### config.mk
export PLATFORM = sky130hd
export DESIGN_NAME = oip_obuf
export DESIGN_NICKNAME = d
export VERILOG_FILES = /design/src/hw/rtl/oip_pkg.sv /design/src/hw/rtl/oip_obuf.sv
export VERILOG_INCLUDE_DIRS = /design/src /design/src/hw/rtl
export SDC_FILE = /design/constraint.sdc
export NUM_CORES = 1
export LEC_CHECK = 0
export ABC_AREA = 1
export BUFFER_PORTS_ARGS = -buffer_cell sky130_fd_sc_hd__buf_2
export CORE_AREA = 3 3 40 42
export CTS_BUF_LIST = sky130_fd_sc_hd__clkbuf_8 sky130_fd_sc_hd__clkbuf_16
export CTS_CLUSTER_SIZE = 25
export DETAILED_ROUTE_END_ITERATION = 12
export DIE_AREA = 0 0 43 45
export SETUP_SLACK_MARGIN = 0.4
export SYNTH_ARGS = -nofsm -noshare
export SYNTH_HDL_FRONTEND = slang
export SYNTH_SLANG_ARGS = --single-unit
### constraint.sdc
create_clock -name clk -period 0.9 [get_ports clk]
set_input_delay 0.045 -clock clk [delete_from_list [all_inputs] [get_ports clk]]
set_output_delay 0.045 -clock clk [all_outputs]
set_load 0.02 [all_outputs]
### src/hw/rtl/orient_insphere_predicate_macros.svh
// assertion macros shared by the orient / insphere predicate rtl
`ifndef ORIENT_INSPHERE_PREDICATE_MACROS_SVH
`define ORIENT_INSPHERE_PREDICATE_MACROS_SVH
`ifndef SYNTHESIS
// same-cycle implication, checked out of reset
`define OIP_ASSERT_IMPL(lbl, clk, rst_n, ante, cons) \
  lbl: assert property (@(posedge clk) disable iff (!rst_n) (ante) |-> (cons)) \
    else $error("orient_insphere_predicate: check failed");
// next-cycle implication, checked out of reset
`define OIP_ASSERT_NEXT(lbl, clk, rst_n, ante, cons) \
  lbl: assert property (@(posedge clk) disable iff (!rst_n) (ante) |=> (cons)) \
    else $error("orient_insphere_predicate: check failed");
`else
`define OIP_ASSERT_IMPL(lbl, clk, rst_n, ante, cons)
`define OIP_ASSERT_NEXT(lbl, clk, rst_n, ante, cons)
`endif
`endif

### src/hw/rtl/oip_pkg.sv
// shared constants and types of the orient / insphere predicate unit
package oip_pkg;

  // packed point width on the ports
  localparam int PT_W           = 48;
  localparam int COORD_BITS_DEF = 16;
  // limb width of the split final multiply
  localparam int LIMB_BITS      = 24;

  // result sign codes
  localparam logic [1:0] SIGN_NEG  = 2'b11;
  localparam logic [1:0] SIGN_ZERO = 2'b00;
  localparam logic [1:0] SIGN_POS  = 2'b01;

  // operation select
  localparam logic FUNC_INSPHERE = 1'b1;

  // control that travels with each word down the pipeline
  typedef struct packed {
    logic vld;
    logic func;
  } tag_t;

endpackage

### src/hw/rtl/oip_obuf.sv
// output register with one skid entry; drives the pipeline advance
`include "orient_insphere_predicate_macros.svh"
module oip_obuf import oip_pkg::*; (
  input  logic       clk,
  input  logic       rst_n,
  input  tag_t       tag_i,
  input  logic [1:0] sign_i,
  output logic       en_o,
  output logic       out_valid_o,
  input  logic       out_ready_i,
  output logic [1:0] out_sign_o
);

  logic       take;
  logic       out_v_r;
  logic       out_v_nxt;
  logic [1:0] out_d_r;
  logic [1:0] out_d_nxt;
  logic       skid_v_r;
  logic       skid_v_nxt;
  logic [1:0] skid_d_r;
  logic [1:0] skid_d_nxt;

  // the pipeline moves only while the skid entry is free
  assign en_o = ~skid_v_r;
  assign take = tag_i.vld & ~skid_v_r;

  // output word and skid entry next state
  always_comb begin
    out_v_nxt  = out_v_r;
    out_d_nxt  = out_d_r;
    skid_v_nxt = skid_v_r;
    skid_d_nxt = skid_d_r;
    if (out_ready_i || !out_v_r) begin
      if (skid_v_r) begin
        out_v_nxt  = 1'b1;
        out_d_nxt  = skid_d_r;
        skid_v_nxt = 1'b0;
      end else begin
        out_v_nxt = take;
        out_d_nxt = sign_i;
      end
    end else if (take) begin
      skid_v_nxt = 1'b1;
      skid_d_nxt = sign_i;
    end
  end

  always_ff @(posedge clk) begin
    if (!rst_n) begin
      out_v_r  <= 1'b0;
      skid_v_r <= 1'b0;
    end else begin
      out_v_r  <= out_v_nxt;
      skid_v_r <= skid_v_nxt;
    end
  end

  always_ff @(posedge clk) begin
    out_d_r  <= out_d_nxt;
    skid_d_r <= skid_d_nxt;
  end

  assign out_valid_o = out_v_r;
  assign out_sign_o  = out_d_r;

  // the skid entry only fills behind a waiting output word
  `OIP_ASSERT_IMPL(a_skid_behind, clk, rst_n, skid_v_r, out_v_r)
  // a taken output word is replaced by the skid entry at once
  `OIP_ASSERT_NEXT(a_skid_drain, clk, rst_n, skid_v_r && out_ready_i, out_v_r && !skid_v_r)

endmodule

======== Word-level counts from Yosys, hierarchy flattened ========
Cells that the tools add are included.
operators by class
  multiplexer cells ....................... 2
  reductions and logical operators ........ 4
  bitwise gates (word level) .............. 4
operator list
  kind              count
  $not 1->1         3
  $mux 2            1
  $reduce_and 2->1  1
  $reduce_or 2->1   1
  $and 1x1->1       1
  $logic_not 1->1   1
  $logic_or 1x1->1  1
  $mux 1            1
storage, ports and cells
  bits in registers ....................... 6
  input bits .............................. 7
  output and inout bits ................... 4
  word-level logic and storage cells ...... 14

======== Logic depth before layout (Yosys ltp) ========
  word-level depth ........................ 4
  depth in mapped cells ................... 3
  gate-level depth less buffers ........... 3

======== Worst setup path before layout ========
Ideal clock, no wire load.
  path type ............................... register to register
  start point ............................. register out_v_r, in the netlist out_valid_o
  end point ............................... register skid_d_r[0] (enable)
  arrival time ............................ 719 ps
  stages on the path, launching flop included .. 3
  clock period less this slack ............ 1,028 ps
  data required time ...................... 591 ps
  buffers on the path ..................... 0
  path slack .............................. -128 ps
  library setup time ...................... 309 ps
  cells stage by stage .................... dfxtp_1 nand2_1 nor2_1
on the way
  word-level cells in the longest chain between the ends .. 4
RTL lines
  item                        RTL line        source
  start, declared             oip_obuf.sv:15  logic out_v_r;
  start signal, assigned      oip_obuf.sv:54  out_v_r <= out_v_nxt;
  $logic_not 1->1             oip_obuf.sv:34  if (out_ready_i || !out_v_r) begin
  $logic_or 1x1->1            oip_obuf.sv:34
  $not 1->1 (no line)         -
  $reduce_and 2->1 (no line)  -
  end signal, assigned        oip_obuf.sv:61  skid_d_r <= skid_d_nxt;
  end, declared               oip_obuf.sv:21  logic [1:0] skid_d_r;
Every way passes these cells.
A chain may end at the register's enable or synchronous reset.

======== Final worst setup path ========
  start point ............................. register skid_v_r
  end point ............................... register skid_d_r[0] (enable)
on the way
  word-level cells in the longest chain between the ends .. 3
RTL lines
  item                        RTL line        source
  start, declared             oip_obuf.sv:19  logic skid_v_r;
  start signal, assigned      oip_obuf.sv:55  skid_v_r <= skid_v_nxt;
  $not 1->1                   oip_obuf.sv:26  assign take = tag_i.vld & ~skid_v_r;
  $and 1x1->1                 oip_obuf.sv:26
  $reduce_and 2->1 (no line)  -
Every way passes these cells.

==> impl_results.md <==
- Clock Tree Root: clkbuf_8
- Post-Syn Instances: 22
- Filler-free cell count of the finished design: 52
- Fraction of final layout cells sized beyond drive strength 1: 0.6486
- Most frequent standard cell in the layout excluding fill and tap cells: buf_2
- Routed metal-1 wirelength: 184 um
- Maximum capacitance violations: 0
- Level count of the clock H-tree: 1
- DRT Pass-1 Iters: 2
- Arrival @ worst endpoint: approximately 760 ps
- Worst-case clock buffer depth: 2
- Number of failing setup endpoints in the final timing report: 0
- Setup repair after global routing missed its margin: yes
- Standard-cell rows: 13
- Die X-Extent: approximately 43 um
- Final Core Density: 0.3204
- I/O pin count: 11
- Total number of vias: 195
- Number of global-route vias before repair: 170
- Outcome: complete, no violations
- Number of buffers added to fix hold violations after cts: 0
- Die Area: between 1500 and 2000 um^2
- Number of antenna violations at the first check in global routing: 0
- Switching power total: around 0.17 mW
- Topmost layer with routed signal wires: met4
- Cts bufs inserted: 3
- Relative slew margins: 0.9131
- Detailed-placement wirelength estimate: between 300 and 400 um
- Total track usage: 0.05700
- Critical path's top delay family: flip-flops
- Routed wirelength normalized by instance count: 8.596 um
- Combinational fraction of design power: 0.106
- Synthesis warning total: 0
- Worst clock skew: 2.577 ps
- Worst Setup Start Kind: register
- Count of nets left with antenna violations after detail routing: 0
- Peak VDD IR: 884.0 uV
- Number of library cell types mapped by synthesis: 8
- TritonCTS clock tree: yes
- Total clock sinks: 6
- Placement-stage cell area: approximately 320 um^2
- Final layout net count: between 40 and 50
- Total negative setup slack: 0 ps
- P per Cell Area: 1978 nW/um^2
- Max incr delay on CP: 350 ps
- Mean instance size in the synthesized netlist: 10.12 um^2
- Wire length reported by the detailed router: 447 um
- CORE AREA: 1285 um^2
- First-pass GRT wire length: 703 um
- Portion of total power attributed to sequential cells: 0.392
- Routed length on met2: 187 um
- Post-synthesis sequential area ratio: 0.7191
- Aggregate global routing overflow: 0
- Post-route DRC: 0
- Achievable frequency: 1204 MHz
- Skew-Pair Late Insertion Delay: 220 ps
- Cell count after placement: 47
- Final instance area: 411.6 um^2
- Part of the cycle the worst path needs: 0.9230
- Fin. Hold Viols: 0
- Gp weighted congestion: 0.6870
- Switching Fraction: 0.2110
- Internal Dissipation: 0.6423 mW
- Drt first-iter violations: 1
- Post-CTS clock slew at the launch and capture registers of the worst setup and hold paths: 40 ps
- Time the worst path needs with I/O delays and setup: 830.7 ps
- Series of cell instances along the critical path: inv_6 > nand2_4 > nor2_4
- Share of power burned in the clock network: 0.502
- Largest net degree at the start of global routing: 5
- Slowest stage cell, crit path: dfxtp_4
- Crit Path Category: register to register
- Die outline height: 45 um
- Mean number of vias per cell: 3.750
- Slew at the pin with the worst max-slew slack: between 100 and 150 ps
- Maximum fanout count along the critical path: 4
- Area growth from synthesis to final layout: 84.83%
- Static leakage: 0.1938 nW
- Synthesized netlist net count: 29
- Diode count: 0
- Required time reported for the critical path endpoint: between 800 and 900 ps
- Count of input and output buffers: 9
- Commonest non-fill, non-tap cells in the layout: buf_2 (7), nand2_1 (4), edfxtp_1 (4), nand2_4 (3), clkbuf_8 (3)
- Post-synthesis instance area: 222.7 um^2
- Detailed route wirelength on metal3: just under 60 um
- Synthesized flop and latch total: 6
- Worst Hold Class: primary input to register
- Number of max-slew violations in the final report: 0
- Effective utilization at floorplan: 0.1733
- Buf/Inv on CP: 1
- Category of the worst setup path capture point: register
path summary, 6_finish.rpt:
kind	end	start	cells after the start	slack [ps]
hold reg to reg	out_sign_o[1]	skid_d_r[1]	2	530
hold / removal	skid_d_r[1]	sign_i[1]	1	10
setup / recovery	skid_d_r[0]	skid_v_r	3	70
setup reg to reg	skid_d_r[0]	skid_v_r	3	70
routing by layer:
metal	up-vias	global-route usage
li1	102	-
met1	81	0.06388
met2	10	0.06287
met3	2	0.03586
met4	0	0.07229
met5	-	0
layout make-up:
class | instances | area (um^2)
clock buffer | 3 | 41.29
clock inverter | 1 | 3.754
fill | 140 | 873.3
inverter | 2 | 12.51
multi-input combinational | 14 | 95.09
sequential | 6 | 167.7
tap | 15 | 18.77
timing repair buffer | 11 | 72.57
cells by family (layout without fill, tap and decap cells):
| kind of cell | after synthesis | count (layout) | synth area share |
|---|---|---|---|
| buf+inv | 2 | 17 | 0.03368 |
| flops | 6 | 6 | 0.7191 |
| compound gates | 1 | 1 | 0.02245 |
| simple gates | 13 | 13 | 0.2247 |
metrics by stage:
| step | hold slack, ps | worst slack [ps] | power [mW] |
|---|---|---|---|
| floorplan | 143.9 | 11.15 | 0.3610 |
| global placement | 237.7 | 32.44 | 0.3903 |
| detailed placement | 241.3 | 15.56 | 0.3921 |
| CTS | 7.890 | 63.79 | 0.8313 |
| global route | 14.04 | 49.78 | 0.8606 |
| finish | 14.45 | 69.28 | 0.8141 |
what timing repair did:
item | 4_1_cts | 5_1_grt
pin swaps | 3 | 1
endpoints found under the setup margin | 12 | 12
cloned | 0 | 0
gates resized for setup | 5 | 5
setup buffers | 1 | 0
power groups by stage:
| stage | clock, mW | sequential [mW] | combinational, mW |
|---|---|---|---|
| global placement | 0 | 0.322 | 0.0687 |
| floorplan | 0 | 0.338 | 0.0230 |
| finish | 0.408 | 0.319 | 0.0866 |
| detailed placement | 0 | 0.322 | 0.0697 |
| global route | 0.447 | 0.320 | 0.0936 |
| CTS | 0.427 | 0.318 | 0.0855 |
state kept, by name, summed over array words and instances, names as in the netlist:
name	flops
skid_v_r	1
out_sign_o	2
skid_d_r	2
out_valid_o	1
synthesized netlist by cell type:
| cell type | n | area [um^2] |
|---|---|---|
| dfxtp_1 | 2 | 40.04 |
| o21ai_0 | 1 | 5.000 |
| nand2_1 | 9 | 33.78 |
| nor2_1 | 3 | 11.26 |
| inv_2 | 1 | 3.750 |
| edfxtp_1 | 4 | 120.1 |
| nand3_1 | 1 | 5.000 |
| inv_1 | 1 | 3.750 |
worst register-to-register path: stages, from the launching register on:
cell and delay, ps:
dfxtp_4 350, inv_6 60, nand2_4 40, nor2_4 90
Power figures use the tool's default switching activity.
